--- src/rtl/btc_pkg.sv ---
// ----------------------------------------------------------------------------
// btc_pkg
// shared types and constants of the 4x4 block truncation coding core
// ----------------------------------------------------------------------------
package btc_pkg;

  localparam int SIDE      = 4;
  localparam int PIX_W     = 8;
  localparam int ROW_W     = $clog2(SIDE);
  localparam int NPIX      = SIDE * SIDE;
  localparam int SUM_W     = PIX_W + $clog2(NPIX);
  localparam int CNT_W     = $clog2(NPIX) + 1;
  localparam int QDEPTH    = 2;
  localparam int QPTR_W    = $clog2(QDEPTH);
  localparam int QCNT_W    = $clog2(QDEPTH + 1);
  localparam int STEP_W    = $clog2(PIX_W);

  typedef logic [PIX_W-1:0] pixel_t;
  typedef pixel_t [SIDE-1:0] row_t;
  typedef row_t [SIDE-1:0] block_t;

  typedef struct packed {
    logic full;
    logic empty;
  } q_status_t;

  typedef enum logic [2:0] {
    ST_IDLE,
    ST_SUM,
    ST_CLASS,
    ST_DIV_START,
    ST_DIV,
    ST_EMIT
  } back_state_t;

endpackage

--- src/rtl/block_truncation_coding_4x4_core.sv ---
// ----------------------------------------------------------------------------
// block_truncation_coding_4x4_core
// 4x4 absolute moment block truncation coding, row in and row out
// ----------------------------------------------------------------------------
// output: each block comes out as four result rows, one result row per cycle,
//   last_row on the fourth
// throughput: one row per cycle until the two-block queue fills; the back end
//   works on one block at a time (four-row sum, four-row grouping, 8-step divide)
// reset: synchronous, clears row count, queue and sequencer; results cannot stall
module block_truncation_coding_4x4_core (
  input  logic       clk,
  input  logic       rst,
  input  logic       start,
  output logic       busy,
  input  logic [7:0] pixel_0,
  input  logic [7:0] pixel_1,
  input  logic [7:0] pixel_2,
  input  logic [7:0] pixel_3,
  output logic       done,
  output logic [7:0] level_0,
  output logic [7:0] level_1,
  output logic [7:0] level_2,
  output logic [7:0] level_3,
  output logic       last_row
);

  btc_pkg::row_t      row_in;
  btc_pkg::row_t      levels;
  btc_pkg::q_status_t q_status;
  btc_pkg::block_t    push_data;
  btc_pkg::block_t    head;
  logic               push;
  logic               pop;

  assign row_in  = {pixel_3, pixel_2, pixel_1, pixel_0};
  assign level_0 = levels[0];
  assign level_1 = levels[1];
  assign level_2 = levels[2];
  assign level_3 = levels[3];

  btc_front u_front (
    .clk       (clk),
    .rst       (rst),
    .start     (start),
    .row_in    (row_in),
    .q_status  (q_status),
    .busy      (busy),
    .push      (push),
    .push_data (push_data)
  );

  btc_queue u_queue (
    .clk       (clk),
    .rst       (rst),
    .push      (push),
    .push_data (push_data),
    .pop       (pop),
    .head      (head),
    .status    (q_status)
  );

  btc_back u_back (
    .clk      (clk),
    .rst      (rst),
    .head     (head),
    .q_status (q_status),
    .pop      (pop),
    .done     (done),
    .levels   (levels),
    .last_row (last_row)
  );

endmodule

--- src/rtl/btc_front.sv ---
// ----------------------------------------------------------------------------
// btc_front
// collects incoming rows and pushes a complete block into the queue
// ----------------------------------------------------------------------------
module btc_front (
  input  logic               clk,
  input  logic               rst,
  input  logic               start,
  input  btc_pkg::row_t      row_in,
  input  btc_pkg::q_status_t q_status,
  output logic               busy,
  output logic               push,
  output btc_pkg::block_t    push_data
);

  logic [btc_pkg::ROW_W-1:0] rows_loaded;
  btc_pkg::block_t           stage;
  logic                      accept;

  assign busy   = q_status.full;
  assign accept = start && !busy;
  assign push   = accept && (rows_loaded == btc_pkg::ROW_W'(btc_pkg::SIDE - 1));

  always_comb begin
    push_data = stage;
    push_data[btc_pkg::SIDE-1] = row_in;
  end

  always_ff @(posedge clk) begin
    if (rst) begin
      rows_loaded <= '0;
    end else if (accept) begin
      rows_loaded <= rows_loaded + 1'b1;
    end
  end

  always_ff @(posedge clk) begin
    if (accept) begin
      stage[rows_loaded] <= row_in;
    end
  end

endmodule

--- src/rtl/btc_queue.sv ---
// ----------------------------------------------------------------------------
// btc_queue
// two-entry block queue between front and back
// ----------------------------------------------------------------------------
module btc_queue (
  input  logic               clk,
  input  logic               rst,
  input  logic               push,
  input  btc_pkg::block_t    push_data,
  input  logic               pop,
  output btc_pkg::block_t    head,
  output btc_pkg::q_status_t status
);

  btc_pkg::block_t            entries [btc_pkg::QDEPTH];
  logic [btc_pkg::QPTR_W-1:0] wr_ptr;
  logic [btc_pkg::QPTR_W-1:0] rd_ptr;
  logic [btc_pkg::QCNT_W-1:0] count;

  assign head         = entries[rd_ptr];
  assign status.full  = (count == btc_pkg::QCNT_W'(btc_pkg::QDEPTH));
  assign status.empty = (count == '0);

  always_ff @(posedge clk) begin
    if (rst) begin
      wr_ptr <= '0;
      rd_ptr <= '0;
      count  <= '0;
    end else begin
      if (push) begin
        wr_ptr <= wr_ptr + 1'b1;
      end
      if (pop) begin
        rd_ptr <= rd_ptr + 1'b1;
      end
      if (push && !pop) begin
        count <= count + 1'b1;
      end else if (pop && !push) begin
        count <= count - 1'b1;
      end
    end
  end

  always_ff @(posedge clk) begin
    if (push) begin
      entries[wr_ptr] <= push_data;
    end
  end

  a_no_push_full: assert property (@(posedge clk) disable iff (rst)
    push |-> !status.full || pop)
    else $error("block pushed into a full queue");

  a_no_pop_empty: assert property (@(posedge clk) disable iff (rst)
    pop |-> !status.empty)
    else $error("block popped from an empty queue");

endmodule

--- src/rtl/btc_div.sv ---
// ----------------------------------------------------------------------------
// btc_div
// restoring divider, one quotient bit per cycle, group sum by group count
// ----------------------------------------------------------------------------
module btc_div (
  input  logic                       clk,
  input  logic                       rst,
  input  logic                       start,
  input  logic [btc_pkg::SUM_W-1:0]  dividend,
  input  logic [btc_pkg::CNT_W-1:0]  divisor,
  output logic                       done,
  output btc_pkg::pixel_t            quotient
);

  logic                        run;
  logic [btc_pkg::STEP_W-1:0]  step;
  logic [btc_pkg::CNT_W-1:0]   rem;
  btc_pkg::pixel_t             dvd;
  logic [btc_pkg::CNT_W:0]     trial;
  logic                        fits;

  // quotient never exceeds the largest pixel, so the upper bits start below divisor
  assign trial = {rem, dvd[btc_pkg::PIX_W-1]};
  assign fits  = (trial >= {1'b0, divisor});

  always_ff @(posedge clk) begin
    if (rst) begin
      run  <= 1'b0;
      done <= 1'b0;
      step <= '0;
    end else begin
      done <= 1'b0;
      if (start) begin
        run  <= 1'b1;
        step <= '0;
      end else if (run) begin
        step <= step + 1'b1;
        if (step == btc_pkg::STEP_W'(btc_pkg::PIX_W - 1)) begin
          run  <= 1'b0;
          done <= 1'b1;
        end
      end
    end
  end

  always_ff @(posedge clk) begin
    if (start) begin
      rem      <= btc_pkg::CNT_W'(dividend[btc_pkg::SUM_W-1:btc_pkg::PIX_W]);
      dvd      <= dividend[btc_pkg::PIX_W-1:0];
      quotient <= '0;
    end else if (run) begin
      rem      <= fits ? btc_pkg::CNT_W'(trial - {1'b0, divisor})
                       : btc_pkg::CNT_W'(trial);
      dvd      <= {dvd[btc_pkg::PIX_W-2:0], 1'b0};
      quotient <= {quotient[btc_pkg::PIX_W-2:0], fits};
    end
  end

endmodule

--- src/rtl/btc_back.sv ---
// ----------------------------------------------------------------------------
// btc_back
// block mean, high/low grouping, group levels and row reconstruction
// ----------------------------------------------------------------------------
module btc_back (
  input  logic               clk,
  input  logic               rst,
  input  btc_pkg::block_t    head,
  input  btc_pkg::q_status_t q_status,
  output logic               pop,
  output logic               done,
  output btc_pkg::row_t      levels,
  output logic               last_row
);

  btc_pkg::back_state_t        state, state_next;
  btc_pkg::block_t             blk;
  logic [btc_pkg::ROW_W-1:0]   row;
  logic [btc_pkg::SUM_W-1:0]   total;
  logic [btc_pkg::SUM_W-1:0]   hi_sum, lo_sum;
  logic [btc_pkg::CNT_W-1:0]   hi_cnt, lo_cnt;
  logic [btc_pkg::SIDE-1:0]    hi_mask [btc_pkg::SIDE];
  btc_pkg::pixel_t             mean;
  btc_pkg::row_t               cur_row;
  logic [btc_pkg::SIDE-1:0]    row_hi;
  logic [btc_pkg::SUM_W-1:0]   row_sum, row_hi_sum, row_lo_sum;
  logic [btc_pkg::CNT_W-1:0]   row_hi_cnt;
  logic                        last;
  logic                        div_start;
  logic                        hi_done, lo_done;
  btc_pkg::pixel_t             hi_q, lo_q;
  btc_pkg::pixel_t             hi_lvl, lo_lvl;

  assign mean    = total[btc_pkg::SUM_W-1:btc_pkg::SUM_W-btc_pkg::PIX_W];
  assign cur_row = blk[row];
  assign last    = (row == btc_pkg::ROW_W'(btc_pkg::SIDE - 1));
  assign hi_lvl  = (hi_cnt == '0) ? '0 : hi_q;
  assign lo_lvl  = (lo_cnt == '0) ? '0 : lo_q;

  always_comb begin
    row_sum    = '0;
    row_hi_sum = '0;
    row_lo_sum = '0;
    row_hi_cnt = '0;
    for (int c = 0; c < btc_pkg::SIDE; c++) begin
      row_hi[c] = (cur_row[c] >= mean);
      row_sum   = row_sum + btc_pkg::SUM_W'(cur_row[c]);
      if (row_hi[c]) begin
        row_hi_sum = row_hi_sum + btc_pkg::SUM_W'(cur_row[c]);
        row_hi_cnt = row_hi_cnt + 1'b1;
      end else begin
        row_lo_sum = row_lo_sum + btc_pkg::SUM_W'(cur_row[c]);
      end
    end
  end

  always_ff @(posedge clk) begin
    if (rst) begin
      state <= btc_pkg::ST_IDLE;
    end else begin
      state <= state_next;
    end
  end

  always_comb begin
    state_next = state;
    pop        = 1'b0;
    div_start  = 1'b0;
    unique case (state)
      btc_pkg::ST_IDLE: begin
        if (!q_status.empty) begin
          pop        = 1'b1;
          state_next = btc_pkg::ST_SUM;
        end
      end
      btc_pkg::ST_SUM: begin
        if (last) state_next = btc_pkg::ST_CLASS;
      end
      btc_pkg::ST_CLASS: begin
        if (last) state_next = btc_pkg::ST_DIV_START;
      end
      btc_pkg::ST_DIV_START: begin
        div_start  = 1'b1;
        state_next = btc_pkg::ST_DIV;
      end
      btc_pkg::ST_DIV: begin
        if (hi_done) state_next = btc_pkg::ST_EMIT;
      end
      btc_pkg::ST_EMIT: begin
        if (last) state_next = btc_pkg::ST_IDLE;
      end
      default: state_next = btc_pkg::ST_IDLE;
    endcase
  end

  always_ff @(posedge clk) begin
    if (rst) begin
      row  <= '0;
      done <= 1'b0;
    end else begin
      done <= (state == btc_pkg::ST_EMIT);
      if (state == btc_pkg::ST_IDLE || state == btc_pkg::ST_DIV_START) begin
        row <= '0;
      end else if (state == btc_pkg::ST_SUM || state == btc_pkg::ST_CLASS ||
                   state == btc_pkg::ST_EMIT) begin
        row <= row + 1'b1;
      end
    end
  end

  always_ff @(posedge clk) begin
    unique case (state)
      btc_pkg::ST_IDLE: begin
        blk    <= head;
        total  <= '0;
        hi_sum <= '0;
        lo_sum <= '0;
        hi_cnt <= '0;
        lo_cnt <= '0;
      end
      btc_pkg::ST_SUM: begin
        total <= total + row_sum;
      end
      btc_pkg::ST_CLASS: begin
        hi_mask[row] <= row_hi;
        hi_sum       <= hi_sum + row_hi_sum;
        lo_sum       <= lo_sum + row_lo_sum;
        hi_cnt       <= hi_cnt + row_hi_cnt;
        lo_cnt       <= lo_cnt + (btc_pkg::CNT_W'(btc_pkg::SIDE) - row_hi_cnt);
      end
      btc_pkg::ST_EMIT: begin
        for (int c = 0; c < btc_pkg::SIDE; c++) begin
          levels[c] <= hi_mask[row][c] ? hi_lvl : lo_lvl;
        end
        last_row <= last;
      end
      default: begin
      end
    endcase
  end

  btc_div u_div_hi (
    .clk      (clk),
    .rst      (rst),
    .start    (div_start),
    .dividend (hi_sum),
    .divisor  (hi_cnt),
    .done     (hi_done),
    .quotient (hi_q)
  );

  btc_div u_div_lo (
    .clk      (clk),
    .rst      (rst),
    .start    (div_start),
    .dividend (lo_sum),
    .divisor  (lo_cnt),
    .done     (lo_done),
    .quotient (lo_q)
  );

  a_hi_group: assert property (@(posedge clk) disable iff (rst)
    state == btc_pkg::ST_DIV |-> hi_cnt != '0 && hi_cnt + lo_cnt == btc_pkg::CNT_W'(btc_pkg::NPIX))
    else $error("group counts do not cover the block");

  a_div_lockstep: assert property (@(posedge clk) disable iff (rst)
    hi_done |-> lo_done && state == btc_pkg::ST_DIV)
    else $error("dividers out of step");

  a_gap_after_block: assert property (@(posedge clk) disable iff (rst)
    done && last_row |=> !done)
    else $error("row strobe right after the last row of a block");

endmodule

--- config.mk ---
export PLATFORM = sky130hd
export DESIGN_NAME = block_truncation_coding_4x4_core
export DESIGN_NICKNAME = d
export VERILOG_FILES = /design/src/rtl/btc_pkg.sv /design/src/rtl/block_truncation_coding_4x4_core.sv /design/src/rtl/btc_front.sv /design/src/rtl/btc_queue.sv /design/src/rtl/btc_div.sv /design/src/rtl/btc_back.sv
export SDC_FILE = /design/constraint.sdc
export NUM_CORES = 1
export LEC_CHECK = 0
export ABC_AREA = 1
export CORE_ASPECT_RATIO = 1.25
export CORE_UTILIZATION = 45
export CTS_BUF_LIST = sky130_fd_sc_hd__clkbuf_16
export CTS_CLUSTER_DIAMETER = 100
export CTS_CLUSTER_SIZE = 30
export DETAILED_ROUTE_END_ITERATION = 16
export DONT_BUFFER_PORTS = 1
export PLACE_DENSITY_LB_ADDON = 0.12
export SYNTH_ARGS = -nofsm -noshare
export SYNTH_HDL_FRONTEND = slang
export SYNTH_SLANG_ARGS = --single-unit
--- constraint.sdc ---
create_clock -name clk -period 7.2 [get_ports clk]
set_clock_uncertainty 0.05 [all_clocks]
set_input_delay 1.44 -clock clk [delete_from_list [all_inputs] [get_ports clk]]
set_output_delay 1.44 -clock clk [all_outputs]
set_load 0.03 [all_outputs]
==> impl_results.md <==
* Detailed Routing Iterations Pass 1 at 8
* Initial antenna violation count at 0
* R2R Path End: u_back.hi_sum[11]$_SDFFCE_PN0P_
* Clock transition at the registers of the reported paths at 0.12 ns
* Critical path capture point type: flip-flop
* CP required at 7.52 ns
* Hold/Removal Path Class: flip-flop to flip-flop
* Fin cells at 3,527
* Post-synthesis instance total at 2,635
* Synth warn at 0
* Share of layout cells above drive strength 1 at 0.08100
* Commonest non-fill, non-tap cell in the layout: nand2_1
* Die height at 289.1 um
* Vias in the first global route at 18,410
* Critical path class: flip-flop to flip-flop
* GP Congestion at 0.8619
* Number of flops mapped to enable cells by yosys at 599
* Final-report hold violation count at 0
* Mapped Avg Cell Area at 11.26 um^2
* Hold Startpoint: u_front.push_data[0]$_DFFE_PP_
* Worst Path Arrival at 7.15 ns
* Wirelength per Cell at 17.58 um
* Asr flop ratio synth at 0
* Num CTS Buffers at 26
* Via/cell ratio at 5.157
* Placed insts at 3,485
* Initial DRC Count at 1,131
* WL final at 62.01 mm
* Largest net degree at the start of global routing at 129
* Fin crit period at 6.834 ns
* DIE WIDTH at 231.7 um
* Fillers at 5,840
* CORE AREA at 64,800 um^2
* Die ar. at 66,970 um^2
* Slew @ Worst Pin at 1.064 ns
* Post-Syn Area at 29,670 um^2
* R2R setup slack at 0.37 ns
* #FFs+latches synth at 640
* Area grow syn2layout at 7.920%
* # nets final at 2,889
* Hold Path Stages at 0
* Hold Path Sink: u_queue.entries[1][0]$_DFFE_PP_
* CP max FO at 16
* CTS tree: built
* Slew margin rel. at 0.2889
* Detail Placement HPWL at 41.41 mm
* Final setup violating endpoints at 0
* IO Port Bufs at 0
* Syn_nets at 2,858
* N_diodes at 0
* Clock buffer depth at 3
* Clock sink total at 640
* Synth cell types at 58
* DRC at 0
* Num rows at 104
* Register area share after synthesis at 0.6339
* CTS HTree Levels at 1
* Main synth FF type: edfxtp_1
* Worst reg2reg path startpoint: u_back.row[0]$_SDFFE_PP0N_
* Maxcap violations at 0
* Fin. max-slew vios at 0
* First-pass GRT wire length at 98.59 mm
* Vias post-DR at 18,190
* TNS Setup at 0 ns
* Fmax at 146.3 MHz
* Most frequent cells in the layout: nand2_1, edfxtp_1, inv_1
* CP dominant cell by count: nand2_1
* R2R depth at 36
* Detail Route Antenna Nets at 0
* Number of I/O pins at 70
* Final Cycle Share at 0.9491
* Crit path launch type: flip-flop
* Clock latency on the worst-skew pair at 0.64 ns
* RSZ-0062 raised after global routing: true
* Slowest CP cell: fa_2
* Starting Density at 0.4578
* Crit path largest cell delay at 0.53 ns
* Total GRT Usage at 0.1869
* GR Overflow Total at 0
* CTS root buf: clkbuf_16
* Status: completed
worst max-delay path, delay by kind of cell (launching register included):
family          cells  cell delay, ns
fa+ha+maj           6            2.15
compound gates     11            1.65
simple gates       12            1.54
buf+inv             6            0.59
flops               1            0.40
xor+xnor            1            0.15
area by class of cell:
class / instances / area (um^2) / share of cell area
clock inverters: 15 / 116.4 / 0.003634
repair buffers: 76 / 623.1 / 0.01946
flip-flops and latches: 640 / 18820 / 0.5877
inverters: 254 / 968.4 / 0.03025
multi-input cells: 1668 / 9782 / 0.3055
well taps: 848 / 1061 / 0.03314
clock buffers: 26 / 650.6 / 0.02032
cells in the mapped netlist (4+ instances only):
cell / instances / share of area
a211oi_1: 9 / 0.0023
a21o_1: 9 / 0.0023
a21oi_1: 134 / 0.023
a22oi_1: 14 / 0.0035
a31oi_1: 7 / 0.0015
a32oi_1: 20 / 0.0059
and2_1: 7 / 0.0015
buf_1: 9 / 0.0011
buf_2: 14 / 0.0024
buf_4: 4 / 0.0010
clkbuf_1: 43 / 0.0054
dfxtp_1: 41 / 0.028
edfxtp_1: 599 / 0.61
fa_1: 29 / 0.020
ha_1: 159 / 0.067
inv_1: 242 / 0.031
inv_2: 11 / 0.0014
nand2_1: 792 / 0.10
nand2_2: 10 / 0.0021
nand2_4: 7 / 0.0027
nand3_1: 53 / 0.0089
nand3_2: 9 / 0.0030
nand3b_1: 6 / 0.0015
nand4_1: 9 / 0.0019
nor2_1: 113 / 0.014
nor3_1: 9 / 0.0015
o211ai_1: 4 / 0.0010
o21a_1: 5 / 0.0013
o21ai_0: 133 / 0.022
o21ai_1: 17 / 0.0029
o21ai_2: 10 / 0.0030
o21bai_1: 12 / 0.0030
o22ai_1: 12 / 0.0025
or2_2: 7 / 0.0015
xnor2_1: 16 / 0.0047
xor2_1: 25 / 0.0074
cells by family (layout without fill, tap and decap cells):
group	count (synthesis)	after routing	synth area share
AOI/OAI and AO/OA	399	399	0.07836
xor gates and xnor gates	42	42	0.01286
adders and majority gates	188	188	0.08662
buffers and inverters	327	371	0.04310
DFF	640	640	0.6339
other	2	2	0.0002531
and+or+nand+nor	1037	1037	0.1449
flip-flops by register name (all words and copies together), names as in the netlist, 2 cells and up, named ones only:
signal and cells:
u_back.u_div_lo.quotient 8, u_back.u_div_hi.step 3, u_queue.count 2, u_back.u_div_hi.rem 5, u_back.u_div_lo.step 3, u_back.u_div_hi.dvd 8, u_back.state 3, u_back.u_div_lo.rem 5
u_queue.entries 256, u_back.u_div_hi.quotient 8, u_back.lo_sum 12, u_back.blk 128, u_back.u_div_lo.dvd 8, u_back.hi_sum 12, u_back.lo_cnt 5, u_front.rows_loaded 2
u_back.hi_mask 16, u_back.hi_cnt 5, u_front.push_data 96, u_back.row 2, u_back.total 12, u_back.levels 32
how the worst max path moves through the flow:
stage	startpoint	to	slack [ns]	cells after the start
final	u_back.row[0]$_SDFFE_PP0N_	u_back.hi_sum[11]$_SDFFCE_PN0P_	0.37	36
after global routing	u_back.row[0]$_SDFFE_PP0N_	u_back.hi_sum[11]$_SDFFCE_PN0P_	-0.07	43
after CTS	u_back.row[0]$_SDFFE_PP0N_	u_back.lo_sum[11]$_SDFFCE_PN0P_	0.12	37
after detailed placement	u_back.row[0]$_SDFFE_PP0N_	u_back.lo_sum[11]$_SDFFCE_PN0P_	-0.01	31
after global placement	u_back.row[0]$_SDFFE_PP0N_	u_back.lo_sum[11]$_SDFFCE_PN0P_	0.15	31
after floorplan	start	u_queue.entries[0][0]$_DFFE_PP_	-0.54	4
metrics by stage:
stage | hold slack, ns | setup WS (ns) | utilization | cell area (um^2)
final | 0.3663 | 0.3663 | 0.4941 | 32020
after floorplan | 0.3715 | -0.5400 | - | 29670
after CTS | 0.3766 | 0.1206 | 0.4913 | 31840
after global routing | 0.3994 | -0.06827 | 0.4941 | 32020
after global placement | 0.3719 | 0.1511 | 0.4795 | 31070
after detailed placement | 0.3798 | -0.01375 | 0.4795 | 31070
layer usage:
layer	track usage	routed length, um	share of wire
met1	0.2244	26020	0.42
met2	0.3545	32740	0.53
met3	0.02037	1813	0.029
met4	0.04589	1434	0.023
met5	0	0	0
repair_timing:
action | 4_1_cts | 5_1_grt
buffers inserted | 0 | 1
resized for setup | 1 | 45
pin swaps | 0 | 5
hold buffers | 0 | 0
setup endpoints to repair | 1 | 8
Power is left out: the tool's default activity adds up to more than one toggle a clock period on the data nets, which glitch-free logic cannot reach.
